<file path="src/sv/hsm_pkg.sv">
// Shared constants, request codes and a helper for the hash set membership core.
package hsm_pkg;

  localparam int CAPACITY    = 16;
  localparam int MAX_BUCKETS = 16;
  localparam int KEY_WIDTH   = 32;

  localparam int CFG_W  = 5;
  localparam int MIN_BUCKETS = 3;
  localparam int CNT_W  = $clog2(CAPACITY + 1);
  localparam int IDX_W  = (CAPACITY > 1) ? $clog2(CAPACITY) : 1;
  localparam int NB_W   = $clog2(MAX_BUCKETS + 1);
  localparam int HASH_W = $clog2(MAX_BUCKETS);
  localparam int SH_W   = $clog2(KEY_WIDTH);

  localparam logic [CFG_W-1:0] BUCKET_CFG_RESET = CFG_W'(MIN_BUCKETS);

  localparam logic REQ_LOAD  = 1'b0;
  localparam logic REQ_QUERY = 1'b1;

  // Clamp a configured bucket count to the supported range.
  function automatic logic [NB_W-1:0] clamp_buckets(input logic [CFG_W-1:0] v);
    logic [NB_W-1:0] r;
    if (32'(v) < MIN_BUCKETS) begin
      r = NB_W'(MIN_BUCKETS);
    end else if (32'(v) > MAX_BUCKETS) begin
      r = NB_W'(MAX_BUCKETS);
    end else begin
      r = NB_W'(v);
    end
    return r;
  endfunction

endpackage

</file>
<file path="src/sv/hsm_mod.sv">
// Bit-serial restoring modulo unit: key mod bucket count, one key bit per cycle.
module hsm_mod import hsm_pkg::*; (
  input  logic                 clk,
  input  logic                 rst,
  input  logic                 start,
  input  logic [KEY_WIDTH-1:0] dividend,
  input  logic [NB_W-1:0]      divisor,
  output logic                 done,
  output logic [HASH_W-1:0]    rem
);

  logic                 busy;
  logic [SH_W-1:0]      cnt;
  logic [KEY_WIDTH-1:0] dvd;
  logic [HASH_W:0]      dsr;
  logic [HASH_W:0]      trial;
  logic [HASH_W-1:0]    step;

  // Shift in the next dividend bit, subtract the divisor when it fits.
  always_comb begin
    trial = {rem, dvd[KEY_WIDTH-1]};
    if (trial >= dsr) begin
      step = HASH_W'(trial - dsr);
    end else begin
      step = HASH_W'(trial);
    end
  end

  always_ff @(posedge clk) begin
    if (rst) begin
      busy <= 1'b0;
      done <= 1'b0;
    end else begin
      if (start) begin
        busy <= 1'b1;
        done <= 1'b0;
      end else if (busy && cnt == '0) begin
        busy <= 1'b0;
        done <= 1'b1;
      end else begin
        done <= 1'b0;
      end
    end
  end

  always_ff @(posedge clk) begin
    if (start) begin
      cnt <= SH_W'(KEY_WIDTH - 1);
      dvd <= dividend;
      dsr <= (HASH_W + 1)'(divisor);
      rem <= '0;
    end else if (busy) begin
      rem <= step;
      dvd <= dvd << 1;
      cnt <= cnt - 1'b1;
    end
  end

endmodule

</file>
<file path="config.mk">
export PLATFORM = sky130hd
export DESIGN_NAME = hsm_mod
export DESIGN_NICKNAME = d
export VERILOG_FILES = /design/src/sv/hsm_pkg.sv /design/src/sv/hsm_mod.sv
export SDC_FILE = /design/constraint.sdc
export NUM_CORES = 1
export LEC_CHECK = 0
export BUFFER_PORTS_ARGS = -buffer_cell sky130_fd_sc_hd__buf_2
export CAP_MARGIN = 30
export CELL_PAD_IN_SITES_DETAIL_PLACEMENT = 0
export CELL_PAD_IN_SITES_GLOBAL_PLACEMENT = 2
export CORE_MARGIN = 1.5
export CORE_UTILIZATION = 33
export CTS_CLUSTER_DIAMETER = 30
export CTS_CLUSTER_SIZE = 12
export DETAILED_ROUTE_END_ITERATION = 6
export GPL_ROUTABILITY_DRIVEN = 0
export PLACE_DENSITY_LB_ADDON = 0.1
export REMOVE_ABC_BUFFERS = 1
export SYNTH_ARGS = -nofsm -noshare
export SYNTH_HDL_FRONTEND = slang
export SYNTH_SLANG_ARGS = --single-unit
</file>
<file path="constraint.sdc">
create_clock -name clk -period 1.96 [get_ports clk]
set_input_delay 0.392 -clock clk [delete_from_list [all_inputs] [get_ports clk]]
set_output_delay 0.392 -clock clk [all_outputs]
set_load 0.005 [all_outputs]
</file>
# After elaboration in Yosys (flattened, before gate mapping)
# Cells that the tools add are included.
dict set report word_totals {
  ff_bits 48
  out_inout_bits 5
}
dict set report classes {
  add_sub_neg 2
  order_cmp 1
  n_mux 6
  reduce_logical 5
}
# operator count
set op_table {}
lappend op_table {{two-way mux 32 bit} 2}
lappend op_table {{greater-or-equal comparator 5 bit} 1}
lappend op_table {{zero test 5 bit} 1}
lappend op_table {{subtractor 5 x 1 -> 5 bit (second input constant)} 1}
lappend op_table {{two-way mux 4 bit} 1}
lappend op_table {{nonzero test 2 bit} 2}
lappend op_table {{subtractor 4 bit} 1}
lappend op_table {{two-way mux 1 bit} 3}
lappend op_table {{OR reduction 2 bit} 1}
lappend op_table {{logical AND 1 bit} 1}

# Longest topological paths before layout
dict set report depth {
  depth_word 4
  mapped_depth 6
  ltp_nobuf 6
}

# Worst setup path before layout
# No wires, ideal clock.
dict set report synth_timing {
  path_kind {input to register}
  startpoint {in start}
  endpoint {reg dvd[0] (enable)}
  setup_time_ns 0.387
  arrival_time_ns 1.461
  required_time_ns 1.573
  slack_ns 0.113
  path_stages 4
  n_path_buf 2
  cell_sequence {buf_2 buf_2 nor2_1 inv_1}
}
dict set report synth_between {
  elab_chain_len 1
}
# item line_no
set synth_lines {}
lappend synth_lines {{start, declared} hsm_mod.sv:5} ;# input logic start,
lappend synth_lines {{nonzero test 2 bit (no line)} n/a}
lappend synth_lines {{end signal, assigned} hsm_mod.sv:49} ;# dvd <= dividend;
lappend synth_lines {{end signal, assigned} hsm_mod.sv:54} ;# dvd <= dvd << 1;
lappend synth_lines {{end, declared} hsm_mod.sv:14} ;# logic [KEY_WIDTH-1:0] dvd;
# No other way between the ends.
# A chain may end at the register's enable or synchronous reset.

# Final worst setup path
dict set report layout_timing {
  startpoint {reg rem[0]}
  endpoint {reg rem[0]}
}
dict set report layout_between {
  elab_chain_len 2
}
# item line_no
set layout_lines {}
lappend layout_lines {{start, declared} hsm_mod.sv:9} ;# output logic [HASH_W-1:0] rem
lappend layout_lines {{start signal, assigned} hsm_mod.sv:53} ;# rem <= step;
lappend layout_lines {{greater-or-equal comparator 5 bit} hsm_mod.sv:22} ;# if (trial >= dsr) begin
lappend layout_lines {{two-way mux 4 bit} hsm_mod.sv:22}
# No other way between the ends.

==> results by group <==
Timing
  – Fmax: 0.590 GHz
  – Worst-margin pin slew: 0.336 ns
  – Tmin final: 1.70 ns
  – Final setup TNS: 0 ns
  – Endpoints failing hold: 0
  – Finish-stage setup viols: 0
  – RSZ-0062 raised after global routing: false
  – Slew Viols, Final: 0
  – Final worst path period share: 0.865
  – Slew Limit Headroom: 0.773
  – Skew final: 0.0105 ns

Clock network
  – Root Buffer: clkbuf_8
  – Worst-case clock buffer depth: 2
  – Clock-pin slew on the worst setup and hold paths: 0.09 ns
  – Num CTS Buffers: 5
  – Number of gates resized after CTS: 0
  – CTS H-Tree Depth: 2
  – Setup Buffers After CTS: 0
  – TritonCTS clock tree: done
  – Hold_buf cts: 0
  – Clk_lat worst skew: 0.30 ns
  – Sink Count: 48

Critical path
  – Cell Chain, Critical Path: ha_1, and2_4, a41oi_2, nand3_1, a311oi_2
  – Startpoint types: flop
  – WP buf/inv: 0
  – Critical Path AT: 1.92 ns
  – Required time of the critical path: 2.18 ns
  – WS Path Type: flop to flop
  – CP max stage delay: 0.45 ns
  – CP Capture Type: flop
  – CP delay by family, top: compound AO/OA/AOI/OAI gates
  – CP Max Fanout: 5
  – Critical-path top delay cell: dfxtp_1

Power
  – Flop pwr share: 0.551
  – Leak pwr: 1.08 nW
  – Comb power frac: 0.129
  – Sw frac: 0.224
  – Maximum VDD drop: 403 uV
  – Power Internal: 1.74 mW
  – Clock power frac: 0.319
  – Sw Pwr: 503 uW
  – Power Dens Cells: 844 nW/um2

Global routing
  – Antenna violations before repair: 0
  – Global-route wire length before repair: 6.64 mm
  – Gr usage total: 0.117
  – Largest net degree at the start of global routing: 27
  – GRT overflow: 0
  – Number of global-route vias before repair: 1,552

Placement
  – Placed insts: 272
  – Port-buffer cells: 44
  – DP Area: 2540 um2
  – Detailed Place HPWL: 2.73 mm

Routing
  – Routed Antenna Nets: 0
  – Vias: 1,349
  – Post-DR wirelength/cell: 13.5 um
  – DRT Wirelength: 3.79 mm
  – Initial drt markers: 49
  – Detailed-route DRC error count: 0
  – 1st-pass router iterations: 4
  – Via density per instance: 4.82

Floorplanning
  – Core Box Area: 6390 um2
  – Die W: 84.4 um
  – Row cnt: 29
  – DIE AREA: 7130 um2
  – Die Y: 84.4 um
  – Starting Density: 0.343
  – I/O Pins: 45

Logic synthesis
  – Async set-reset flop share out of synthesis: 0
  – Post-synthesis sequential area ratio: 0.608
  – Post-synthesis cell type count: 36
  – Synthesized cell area: 2190 um2
  – Yosys warnings: 0
  – Synth Instances: 151
  – Syn avg cell area: 14.5 um2
  – Number of synthesized register bits: 48
  – Number of enable flip-flop cells after synthesis: 37
  – Top_reg_cell synth: edfxtp_1

Cells and area
  – Area delta synth->final: 21.4%
  – Final Net Count: 250
  – Final core occ: 0.416
  – Fraction of layout cells with a size suffix above 1: 0.453
  – Filler cell count: 631
  – Number of diodes: 0
  – Layout Cells excl Fill: 280
  – Fin area: 2660 um2

Job
  – Max cap viols: 0

Min path
  – Hold/Removal Path Class: input port to flop

Status
  – Status: complete, no violations
-- metrics by stage --
stage	hold slack, ns	setup WS [ns]	total power [mW]
floorplan	0.460	0.267	1.43
finish	0.257	0.264	2.24
detailed placement	0.493	0.301	1.55
global placement	0.492	0.346	1.54
global route	0.244	0.134	2.36
CTS	0.243	0.278	2.28
-- worst paths after layout --
check                           depth (start not counted)     end  startpoint  slack, ns
worst max-delay path                                    5  rem[0]      rem[0]       0.26
worst min-delay path                                    1  dsr[4]  divisor[4]       0.26
worst max register to register                          5  rem[0]      rem[0]       0.26
worst min register to register                          2  cnt[4]      cnt[4]       0.52
-- layer usage --
| layer | vias up | routed length (um) | part of all wire | GRT usage |
|---|---|---|---|---|
| met5 | - | 0 | 0 | 0 |
| met4 | 0 | 58 | 0.015 | 0.0455 |
| met3 | 6 | 222 | 0.059 | 0.0442 |
| met2 | 32 | 1820 | 0.48 | 0.198 |
| met1 | 649 | 1690 | 0.45 | 0.134 |
| li1 | 662 | - | - | - |
-- cell usage in the layout, fill, tap and decap left out, types with 3 or more instances in the layout --
master	n
ha_1	7
nand2b_1	6
edfxtp_1	37
clkbuf_8	5
mux2_2	31
nor2_1	4
xnor2_1	5
inv_1	9
buf_4	4
nand2_1	5
buf_2	44
o21ai_0	3
dfxtp_1	11
-- cell type report --
type / count / area (um2) / area share
Sequential cell: 48 / 1330 / 0.501
Clock buffer: 5 / 68.8 / 0.0259
Inverter: 9 / 33.8 / 0.0127
Tap cell: 77 / 96.3 / 0.0363
Timing Repair Buffer: 50 / 290 / 0.109
Multi-Input combinational cell: 88 / 793 / 0.299
Clock inverter: 3 / 42.5 / 0.0160
-- cell families after synthesis --
| logic type | share of synthesized area |
|---|---|
| AO/OA/AOI/OAI | 0.0618 |
| XOR/XNOR | 0.0200 |
| adder cells (fa/ha/maj) | 0.0492 |
| buffers and inverters | 0.0292 |
| flip-flops | 0.608 |
| multiplexers | 0.160 |
| AND/OR/NAND/NOR | 0.0721 |
-- power by group through the flow --
| stage | clock (mW) | combinational, mW | sequential [mW] |
|---|---|---|---|
| floorplan | 0 | 0.178 | 1.25 |
| global placement | 0 | 0.286 | 1.26 |
| detailed placement | 0 | 0.292 | 1.26 |
| CTS | 0.745 | 0.294 | 1.24 |
| global route | 0.787 | 0.327 | 1.25 |
| finish | 0.716 | 0.290 | 1.24 |
-- cells in the mapped netlist, types with 2 or more instances --
| library cell | n | area (um2) |
|---|---|---|
| nand2_1 | 5 | 18.8 |
| ha_1 | 7 | 87.6 |
| dfxtp_1 | 11 | 220 |
| inv_1 | 9 | 33.8 |
| nand3_1 | 2 | 10.0 |
| nand2b_1 | 6 | 37.5 |
| o21ai_0 | 3 | 15.0 |
| xnor2_1 | 5 | 43.8 |
| nor2_1 | 4 | 15.0 |
| edfxtp_1 | 37 | 1110 |
| a21oi_1 | 2 | 10.0 |
| mux2_2 | 31 | 349 |
| buf_2 | 6 | 30.0 |
-- state kept, by name, indices dropped and copies added (netlist names) --
register	cells
rem	4
dsr	5
cnt	5
busy	1
dvd	32
done	1
No activity file was read; power rests on OpenSTA's default activity.
