File: src/sv/hsm_ram.sv
// Generic single-write, single-read RAM with registered read data.
module hsm_ram #(
  parameter int WIDTH = 8,
  parameter int DEPTH = 16
) (
  input  logic                                   clk,
  input  logic                                   we,
  input  logic [((DEPTH > 1) ? $clog2(DEPTH) : 1)-1:0] waddr,
  input  logic [WIDTH-1:0]                       wdata,
  input  logic [((DEPTH > 1) ? $clog2(DEPTH) : 1)-1:0] raddr,
  output logic [WIDTH-1:0]                       rdata
);

  logic [WIDTH-1:0] mem [DEPTH];

  always_ff @(posedge clk) begin
    if (we) begin
      mem[waddr] <= wdata;
    end
    rdata <= mem[raddr];
  end

endmodule

File: config.mk
export PLATFORM = sky130hd
export DESIGN_NAME = hsm_ram
export DESIGN_NICKNAME = d
export VERILOG_FILES = /design/src/sv/hsm_ram.sv
export SDC_FILE = /design/constraint.sdc
export NUM_CORES = 1
export LEC_CHECK = 0
export BUFFER_PORTS_ARGS = -buffer_cell sky130_fd_sc_hd__buf_2
export CORE_MARGIN = 4
export CORE_UTILIZATION = 49
export CTS_CLUSTER_DIAMETER = 50
export DETAILED_ROUTE_END_ITERATION = 7
export GPL_ROUTABILITY_DRIVEN = 0
export PLACE_DENSITY = 0.77
export SLEW_MARGIN = 40
export SYNTH_ARGS = -nofsm -noshare
export SYNTH_HDL_FRONTEND = slang
export SYNTH_SLANG_ARGS = --single-unit
export TNS_END_PERCENT = 1
File: constraint.sdc
create_clock -name clk -period 4.5 [get_ports clk]
set_clock_uncertainty 0.05 [all_clocks]
set_input_delay 0.675 -clock clk [delete_from_list [all_inputs] [get_ports clk]]
set_output_delay 0.675 -clock clk [all_outputs]
set_load 0.01 [all_outputs]
==> After elaboration in Yosys (flattened, before gate mapping) <==
Memories as Yosys holds them, arrays and structs flattened. A register that Yosys moved wholly into a read port is not among the register bits.
Cells that the tools add are included.
{ "totals": {"wordCells": 3, "output_inout_bits": 8, "ramBits": 128, "reg_bits": 0, "in_bits": 18, "mem_count": 1} }
{ "memory_table": {"columns": ["memory", "words", "word_bits", "read_ports", "rd_ports_with_merged_regs", "wr", "line_no", "text"], "rows": [
  ["mem", 16, 8, 1, 1, 1, "14", "logic [WIDTH-1:0] mem [DEPTH];"]
]} }
{ "classes": {"n_mux": 2} }
{ "ops": {"columns": ["operator", "count"], "rows": [
  ["$mux 1", 2]
]} }

==> Logic depth before layout (Yosys ltp) <==
Gate-level depths: netlist of run 1.
{ "logic_depth": {"depth_word": 2, "ltp_mapped": 5, "mapped_depth_nobuf": 3} }

==> Worst setup path before layout of run 1 <==
OpenSTA, ideal clock, no wires.
{ "synth_timing": {"path_kind": "input-to-reg", "startpoint": "input waddr[2] (netlist name)", "endpoint": "memory mem[0][0] (enable)", "t_required_ns": 4.067, "path_buffers": 0, "setup_ns": 0.383, "path_slack_ns": 2.282, "path_stages": 2, "t_arrival_ns": 1.785, "cell_sequence": "or3b_2 nor3_1"} }
{ "synth_lines": {"columns": ["item", "line_no", "text"], "rows": [
  ["start: declaration", "8", "input logic [((DEPTH > 1) ? $clog2(DEPTH) : 1)-1:0] waddr,"],
  ["end: declaration", "14", null]
]} }
Straight into the memory's write port.

==> Worst setup path after layout of run 1 <==
{ "layout_timing": {"startpoint": "input waddr[2] (netlist name)", "endpoint": "memory mem[1][2] (enable)"} }
Straight into the memory's write port.

==> results by group, run 1 <==
Run status
  • Status: finished, final reports clean

Worst hold path
  • Worst min path class: in -> reg
  • Worst hold path depth: 1

Layout
  • Layout cells sized above 1: 31.5%
  • Area grow syn2layout: 17.5%
  • Nets: 284

Global routing
  • Total GRT Usage: 17.3%
  • Global-route wire length before repair: 15,300 um
  • GRT overflow: 0
  • Largest net degree at the start of global routing: 33
  • Initial antenna violation count: 0
  • Vias in the first global route: 2,493

Drt
  • Wire per inst: 24.4 um
  • DRT iter0 DRCs: 215
  • Drt via density: 5.93
  • Post-route ant nets: 0
  • Routed vias: 2,465
  • Router iterations before antenna repair: 4
  • Overall routed net length: 10,100 um
  • Post-route DRC: 0

Clock network
  • Number of H-tree levels: 4
  • Worst-Skew Late Latency: 520 ps
  • Num CTS Buffers: 17
  • Clock Tree Buf Depth: 2
  • Post-CTS resize count: 0
  • Root Buffer: clkbuf_8
  • CTS tree: done
  • Cts hold-fix bufs: 0
  • Num Clock Sinks: 136
  • Post-CTS Setup Bufs: 0
  • Reg clk slew, reported paths: 60 ps

STA
  • Final worst-path cycle share: 42.5%
  • Min cycle time layout: 1910 ps
  • Hold Violations, Final: 0
  • Slew Viols, Final: 0
  • Slew @ Worst Pin: 831 ps
  • Setup violators final: 0
  • Final worst setup slack: 2590 ps
  • Unrepaired setup endpoints after global routing: no
  • Peak Freq: 522 MHz
  • Worst slew margin: 44.4%
  • Hold Slack: 499 ps
  • Setup TNS: 0 ps

Placed design
  • Place WS: 2080 ps
  • Port bufs: 25
  • Post-DP HPWL: 5990 um

Floorplanning
  • Die Span X: 110 um
  • I/O pins: 26
  • Core box area: 10,300 um2
  • FP Rows: 37
  • Initial Util: 50.1%
  • Die ar.: 12,200 um2
  • Overall die height: 110 um

Yosys
  • Yosys cell types: 19
  • Mapped Nets: 247
  • Post-Synthesis Cells: 229
  • Post-synthesis register bit count: 136
  • Seq/Total Area, Yosys: 77.8%
  • Warnings from Yosys: 0
  • Synth Cell Area: 5150 um2
  • Mean post-synth cell area: 22.5 um2

Power
  • VDD IR max: 0.289 mV
  • Cell leakage power: 2.01 nW
  • Power, Total: 0.00302 W
  • Pwr Density: 500 nW/um2

Worst setup path
  • WS Path Type: in -> reg
  • Crit path arrival time: 2000 ps
  • Critical Path Source Type: input port
  • Slowest-stage cell, CP: nor2_1
  • Instance count on the critical path: 3
  • Worst Setup End Kind: register
  • Worst-path maximum fanout: 8
  • Highest cell delay on the worst timing path: 660 ps
  • Worst R2R Path Depth: 3
  • R2r setup slk: 3070 ps
  • Cell family with most CP delay: simple AND/OR/NAND/NOR gates
  • Crit path cell chain: buf_2 > or3b_2 > nor2_1
  • Bufs and invs on worst path: 1
  • Crit path required time: 4590 ps

Run
  • Max Cap Viol: 0
==> registers in the layout (all words and copies together) (netlist names) <==
signal  count
mem       128
rdata       8
==> path summary, 6_finish.rpt <==
path / to / start
hold / removal: mem[6][6] / wdata[6]
hold reg to reg: rdata[1] / mem[4][1]
setup / recovery: mem[1][2] / waddr[2]
setup reg to reg: rdata[0] / mem[8][0]
==> cell type report <==
| cell class | count | area, um2 |
|---|---|---|
| Clock buffer | 20 | 435 |
| Multi-Input combinational cell | 83 | 1090 |
| Tap cell | 136 | 170 |
| Antenna cell | 1 | 2.50 |
| Clock inverter | 12 | 200 |
| Timing Repair Buffer | 28 | 150 |
| Fill cell | 725 | 4230 |
| Sequential cell | 136 | 4000 |
==> metal layers <==
metal  part of all wire (%)  global-route usage, %
met5                      0                      0
met2                     49                   27.0
met1                     42                   23.4
met3                    6.9                   5.81
met4                    1.7                   5.25
==> report_power, final <==
part / internal (W) / switching (W) / leakage [nW] / total [W]
Sequential: 0.00142 / 0.00000924 / 1.22 / 0.00143
Clock: 0.000970 / 0.000500 / 0.301 / 0.00147
Combinational: 0.0000514 / 0.0000769 / 0.486 / 0.000128
==> worst reg2reg max path, stage by stage, from the launching register on <==
cell and delay (ps):
edfxtp_1 360, mux4_2 470, a22oi_1 290, nand2_1 120
==> logic make-up after synthesis <==
group	synth area share, %
and+or+nand+nor	3.18
DFF	77.8
buffers and inverters	1.68
AOI/OAI and AO/OA	2.33
muxes	15.0
==> stage by stage <==
step                std cells  util, %  instance area, um2
floorplan                 229        -                5150
global placement          383     52.3                5380
detailed placement        383     52.5                5400
CTS                       415     58.7                6030
global route              415     58.8                6050
finish                    416     58.9                6050
==> synth_stat cells <==
master	number	area (um2)
buf_2	3	15.0
nand2_1	9	33.8
mux4_2	18	405
buf_6	3	33.8
nor3_1	4	20.0
and2_1	1	6.26
nand2b_1	2	12.5
mux4_1	14	368
clkdlybuf4s25_2	3	30.0
nor2b_1	1	6.26
a22oi_1	16	120
or3b_2	1	8.76
nor2_1	13	48.8
dfxtp_1	8	160
edfxtp_1	128	3840
and2b_1	1	7.51
nand3b_1	2	15.0
nand3_1	1	5.00
buf_4	1	7.51
==> cells in the final DEF, fill, tap and decap left out, types with 5 or more instances in the layout <==
cell type / synthesis / layout
a22oi_1: 16 / 16
buf_2: 3 / 24
bufinv_16: 0 / 5
clkbuf_16: 0 / 16
dfxtp_1: 8 / 8
edfxtp_1: 128 / 128
mux4_1: 14 / 14
mux4_2: 18 / 18
nand2_1: 9 / 9
nor2_2: 0 / 10
Note: power is estimated with default switching activity, not from simulation.
==> run 2, diff against run 1 <==
==> constraint.sdc (replaced) <==
create_clock -name clk -period 1.8 [get_ports clk]
set_clock_uncertainty 0.05 [all_clocks]
set_input_delay 0.27 -clock clk [delete_from_list [all_inputs] [get_ports clk]]
set_output_delay 0.27 -clock clk [all_outputs]
set_load 0.01 [all_outputs]
==> run 2 against run 1 <==
  * Combinational power grew to 2.7 times the previous value
  * Critical path depth stayed put
  * Count of clock-buffer cells in the layout is 2 lower
  * Die area stayed put
  * Sequential share of layout area is 1.6 points lower
  * Design area is 2.4% higher
==> results by group, run 2 (synthesized netlist as in run 1, its figures left out) <==
Worst hold path
  • WHS Endpoint: mem[15][2]
  • Worst hold path depth: 1 (unchanged)
  • Hold_sp: wdata[2]
  • Worst min path class: in -> reg

STA
  • Slew Viols, Final: 0 (unchanged)
  • Unrepaired setup endpoints after global routing: no
  • Hold Violations, Final: 0 (unchanged)
  • Final worst setup slack: 387 ps (-2200 ps)
  • Min cycle time layout: 1410 ps
  • Peak Freq: 707 MHz
  • Slew @ Worst Pin: 358 ps (-473 ps)
  • Worst slew margin: 76.1% (+32 points)
  • Final worst-path cycle share: 78.5%
  • Setup violators final: 0 (unchanged)
  • Setup TNS: 0 ps (unchanged)

Clock network
  • Post-CTS Setup Bufs: 0 (unchanged)
  • Post-CTS resize count: 0 (unchanged)
  • CTS tree: done
  • Num Clock Sinks: 136 (unchanged)
  • Root Buffer: clkbuf_8
  • Reg clk slew, reported paths: 60 ps (about the same)
  • Number of H-tree levels: 4 (unchanged)
  • Cts hold-fix bufs: 0 (unchanged)
  • Num CTS Buffers: 17 (unchanged)
  • Worst-Skew Late Latency: 510 ps (about the same)
  • Clock Tree Buf Depth: 2 (unchanged)

Drt
  • Routed vias: 2,447 (-0.73%)
  • DRT iter0 DRCs: 248 (+15%)
  • Router iterations before antenna repair: 4 (unchanged)
  • Wire per inst: 22.5 um (-7.7%)
  • Post-route DRC: 0 (unchanged)
  • Overall routed net length: 9800 um (-3.3%)
  • Drt via density: 5.61 (-5.3%)
  • Post-route ant nets: 0 (unchanged)

Global routing
  • GRT overflow: 0 (unchanged)
  • GRT met1 Usage: 23.6% (+0.25 points)
  • Global-route wire length before repair: 15,600 um (+2.1%)
  • Met3 Usage GRT: 5.64% (-0.16 points)
  • Most used routing layer: met2
  • Initial antenna violation count: 0 (unchanged)
  • Vias in the first global route: 2,636 (+5.7%)
  • Largest net degree at the start of global routing: 23 (-30%)
  • GR Layer Usage met2: 27.2% (+0.24 points)
  • Total GRT Usage: 17.5% (+0.15 points)

Power
  • VDD IR max: 0.687 mV (+140%)
  • Pwr Density: 1200 nW/um2 (+140%)
  • Cell leakage power: 2.13 nW (+5.9%)
  • Power, Total: 0.00745 W (+150%)

Worst setup path
  • Worst Setup End Kind: register
  • Crit path required time: 2140 ps (-2450 ps)
  • RR Endpoint: rdata[0]
  • Highest cell delay on the worst timing path: 480 ps (-180 ps)
  • WS Path Type: reg -> reg
  • R2r setup slk: 390 ps (-2680 ps)
  • Crit path cell chain: mux4_2 > a22oi_1 > nand2_1
  • Crit path arrival time: 1760 ps (-240 ps)
  • Slowest-stage cell, CP: mux4_2
  • Worst R2R Path Depth: 3 (unchanged)
  • Worst-path maximum fanout: 1 (-7)
  • Critical Path Source Type: register
  • Reg2reg start: mem[9][0]

Layout
  • Area grow syn2layout: 20.3%
  • Max reg flops: 128 (unchanged)
  • Largest register by flop count: mem
  • Layout cells sized above 1: 33.3% (+1.8 points)
  • Commonest non-fill, non-tap cell in the layout: edfxtp_1
  • Most frequent cells in the layout: edfxtp_1 (128), buf_2 (25), buf_4 (21)
  • Post-route design area: 6190 um2 (+2.4%)
  • Largest registers: mem x128, rdata x8
  • Nets: 305 (+7.4%)
  • ANT cells: 0 (-1)

Run
  • Max Cap Viol: 0 (unchanged)

Placed design
  • Post-DP HPWL: 6370 um (+6.3%)
  • Placed inst area: 5580 um2 (+3.3%)
  • Place WS: 40.8 ps (-2040 ps)
  • Port bufs: 25 (unchanged)

Floorplanning
  • FP Rows: 37 (unchanged)
  • Overall die height: 110 um (unchanged)
  • I/O pins: 26 (unchanged)
  • Core box area: 10,300 um2 (unchanged)
  • Initial Util: 50.1% (unchanged)
  • Die ar.: 12,200 um2 (unchanged)
  • Die Span X: 110 um (unchanged)

Run status
  • Status: finished, final reports clean
run 2: changes by cell type in the layout (fill, tap and decap cells not counted), moves of 3 or more:
| cell | change |
|---|---|
| nor2_1 | +10 |
| buf_12 | +3 |
| inv_6 | +3 |
| buf_4 | +17 |
| nor2_2 | -10 |
run 2: metrics by stage:
stage | utilization, % | cells | hold WS (ps)
after global placement | 54.3 | 404 | 610
after global routing | 60.3 | 436 | 80.4
after floorplan | - | 229 | 319
after CTS | 60.3 | 436 | 72.0
after detailed placement | 54.3 | 404 | 620
final | 60.3 | 436 | 91.9
run 2: layer usage:
| metal | vias to the layer above | share of wire, % |
|---|---|---|
| met5 | - | 0 |
| met4 | 0 | 1.3 |
| met3 | 12 | 6.6 |
| met2 | 89 | 51 |
| met1 | 1255 | 41 |
| li1 | 1091 | - |
run 2: power by group:
group	switching (W)	total (W)	internal [W]
Clock	0.00128	0.00354	0.00226
Combinational	0.000191	0.000343	0.000153
Sequential	0.0000246	0.00357	0.00354
Total	0.00149	0.00745	0.00595
run 2: cell type report:
class                   instances  area, um2
well taps                     136        170
fillers                       740       4080
clock inverters                14        198
repair buffers                 49        343
flip-flops and latches        136       4000
multi-input cells              83       1060
clock buffers                  18        418
run 2: worst max-delay path: cells and delay by family (launching register included):
kind | cells | cell delay, ps
muxes | 1 | 480
and+or+nand+nor | 1 | 80
DFF | 1 | 400
AOI/OAI and AO/OA | 1 | 280
run 2: worst max path at each step:
| stage | end | startpoint | cells after the start | slack (ps) |
|---|---|---|---|---|
| floorplan | mem[3][0] | waddr[2] | 2 | 210 |
| global placement | rdata[3] | raddr[0] | 5 | 40 |
| detailed placement | rdata[3] | raddr[0] | 5 | 40 |
| CTS | rdata[0] | mem[9][0] | 3 | 380 |
| global route | rdata[5] | mem[9][5] | 3 | 360 |
| finish | rdata[0] | mem[9][0] | 3 | 390 |
==> run 3, diff against run 2 <==
--- a/config.mk
+++ b/config.mk
@@ -11,7 +11,7 @@
 export CTS_CLUSTER_DIAMETER = 50
 export DETAILED_ROUTE_END_ITERATION = 7
 export GPL_ROUTABILITY_DRIVEN = 0
-export PLACE_DENSITY = 0.77
+export PLACE_DENSITY = 0.8
 export SLEW_MARGIN = 40
 export SYNTH_ARGS = -nofsm -noshare
 export SYNTH_HDL_FRONTEND = slang
==> constraint.sdc (replaced) <==
create_clock -name clk -period 1.3 [get_ports clk]
set_clock_uncertainty 0.05 [all_clocks]
set_input_delay 0.195 -clock clk [delete_from_list [all_inputs] [get_ports clk]]
set_output_delay 0.195 -clock clk [all_outputs]
set_load 0.01 [all_outputs]
==> run 3 against run 2 <==
  * The run now ends with negative setup slack left
  * Worst setup slack worse by 400 ps
  * First-iteration DRC count is 11% lower
  * Final cell count is 0.92% higher
  * Utilization is 0.68 points higher
  * Wire length is 0.84% higher
  * Largest cell class unchanged
  * Critical path depth stayed put
  * Die area stayed put
  * Combinational power is 52% higher
  * Largest power group unchanged
  * Total power is 32% higher
  * Register-to-register slack worse by 400 ps
==> results by group, run 3 (synthesized netlist as in run 1, its figures left out) <==
STA
  • Final worst-path cycle share: 101% (+23 points)
  • Hold Slack: 24.2 ps (-67.7 ps)
  • Peak Freq: 761 MHz (+7.5%)
  • Slew Viols, Final: 0 (unchanged)
  • Setup violators final: 1 (+1)
  • Worst slew margin: 50.4% (-26 points)
  • Slew @ Worst Pin: 741 ps (+383 ps)
  • Final worst setup slack: -14.7 ps (-401 ps)
  • Unrepaired setup endpoints after global routing: yes
  • Hold Violations, Final: 0 (unchanged)
  • Min cycle time layout: 1310 ps (-98.7 ps)

Power
  • Switching pwr: 0.00213 W (+43%)
  • Clock share of power: 44.5% (-3.0 points)
  • Power, Total: 0.00983 W (+32%)
  • Switching Share: 21.6% (+1.6 points)
  • Cell leakage power: 2.08 nW (-2.5%)
  • Pwr Density: 1570 nW/um2 (+31%)
  • Combinational cell fraction of total power: 5.3% (+0.7 points)
  • VDD IR max: 0.577 mV (-16%)
  • Cell Int Power: 0.00771 W (+29%)
  • Seq pwr share: 50.2% (+2.3 points)

Floorplanning
  • Initial Util: 50.1% (unchanged)
  • FP Rows: 37 (unchanged)
  • Overall die height: 110 um (unchanged)
  • Die ar.: 12,200 um2 (unchanged)
  • Core box area: 10,300 um2 (unchanged)
  • I/O pins: 26 (unchanged)
  • Die Span X: 110 um (unchanged)

Global routing
  • Vias in the first global route: 2,735 (+3.8%)
  • Largest net degree at the start of global routing: 21 (-8.7%)
  • Initial antenna violation count: 0 (unchanged)
  • Total GRT Usage: 17.4% (-0.081 points)
  • Global-route wire length before repair: 15,700 um (+0.58%)
  • GRT overflow: 0 (unchanged)

Drt
  • Drt via density: 5.65 (+0.75%)
  • Post-route ant nets: 0 (unchanged)
  • Routed vias: 2,488 (+1.7%)
  • Met1 WL: 3860 um (-3.7%)
  • Post-route DRC: 0 (unchanged)
  • Wire per inst: 22.5 um (about the same)
  • Met3 WL: 660 um (+1.5%)
  • Uppermost layer routed: met4
  • Router iterations before antenna repair: 4 (unchanged)
  • Met2 WL: 5210 um (+3.9%)
  • DRT iter0 DRCs: 220 (-11%)
  • Overall routed net length: 9880 um (+0.84%)

Layout
  • Area grow syn2layout: 21.7%
  • Nets: 309 (+1.3%)
  • Filler cells: 727 (-1.8%)
  • Largest register by flop count: mem
  • Commonest non-fill, non-tap cell in the layout: edfxtp_1
  • ANT cells: 0 (unchanged)
  • Largest registers: mem x128, rdata x8
  • Most frequent cells in the layout: edfxtp_1 (128), mux4_2 (31), buf_2 (25)
  • Max reg flops: 128 (unchanged)
  • Layout cells sized above 1: 42.4% (+9.1 points)

Worst setup path
  • WS Path Type: reg -> reg
  • Worst-path maximum fanout: 1 (unchanged)
  • Critical Path Source Type: register
  • Crit path required time: 1640 ps (-500 ps)
  • Worst Setup End Kind: register
  • Cell family with most CP delay: multiplexers
  • Slowest-stage cell, CP: mux4_2
  • Bufs and invs on worst path: 0 (unchanged)
  • Crit path arrival time: 1660 ps (-100 ps)
  • Crit path cell chain: mux4_2 > a22oi_2 > nand2_1
  • Highest cell delay on the worst timing path: 500 ps (+20 ps)

Clock network
  • Post-CTS Setup Bufs: 0 (unchanged)
  • Clock Tree Buf Depth: 2 (unchanged)
  • Worst-Skew Late Latency: 510 ps (about the same)
  • Num Clock Sinks: 136 (unchanged)
  • CTS tree: done
  • Num CTS Buffers: 17 (unchanged)
  • Reg clk slew, reported paths: 60 ps (about the same)
  • Root Buffer: clkbuf_8
  • Number of H-tree levels: 4 (unchanged)

Run status
  • Status: finished, violations left
  • Violated checks: negative setup slack

Placed design
  • Port bufs: 25 (unchanged)
  • Post-DP HPWL: 6240 um (-1.9%)

Worst hold path
  • Worst min path class: in -> reg

Run
  • Max Cap Viol: 0 (unchanged)
[run 3: power by group through the flow]
stage | logic, W | registers (W) | clock network (W)
4_1_cts | 0.000523 | 0.00494 | 0.00443
3_3_place_gp | 0.000469 | 0.00502 | 0
6_report | 0.000523 | 0.00494 | 0.00437
5_1_grt | 0.000568 | 0.00495 | 0.00466
3_5_place_dp | 0.000485 | 0.00503 | 0
2_1_floorplan | 0.000252 | 0.00503 | 0
[run 3: timing repair]
| item | CTS | global route |
|---|---|---|
| endpoints found under the setup margin | 8 | 8 |
| hold endpoints to repair | 41 | 0 |
| hold buffers | 4 | 0 |
| pin swaps | 9 | 2 |
| resized for setup | 19 | 5 |
[run 3: final timing paths]
kind,start,endpoint,slack [ps],depth (start not counted)
worst min register to register,mem[6][5],rdata[5],640,3
worst max register to register,mem[11][4],rdata[4],-10,3
worst min-delay path,wdata[7],mem[7][7],20,1
worst max-delay path,mem[11][4],rdata[4],-10,3
[run 3: per-layer routing]
metal	vias up	global-route usage [%]
met5	-	0
met4	0	6.24
met3	15	5.37
met2	95	28.7
met1	1290	21.8
li1	1088	-
[run 3: cell type report]
class	instances	area, um2	share of cell area, %
timing repair buffer	53	445	7.11
clock inverter	15	141	2.26
tap	136	170	2.72
sequential	136	4000	63.9
clock buffer	17	414	6.61
multi-input combinational	83	1090	17.4
[run 3: per-stage QoR]
step	TNS, ps	utilization (%)	setup WS [ps]	instances	area (um2)
2_1_floorplan	-5450	-	-137	229	5170
3_3_place_gp	-10730	55.1	-304	404	5660
3_5_place_dp	-13590	55.1	-345	404	5660
4_1_cts	-62.2	60.9	-33.8	440	6250
5_1_grt	-295	61.0	-63.2	440	6260
6_report	-14.7	61.0	-14.7	440	6260
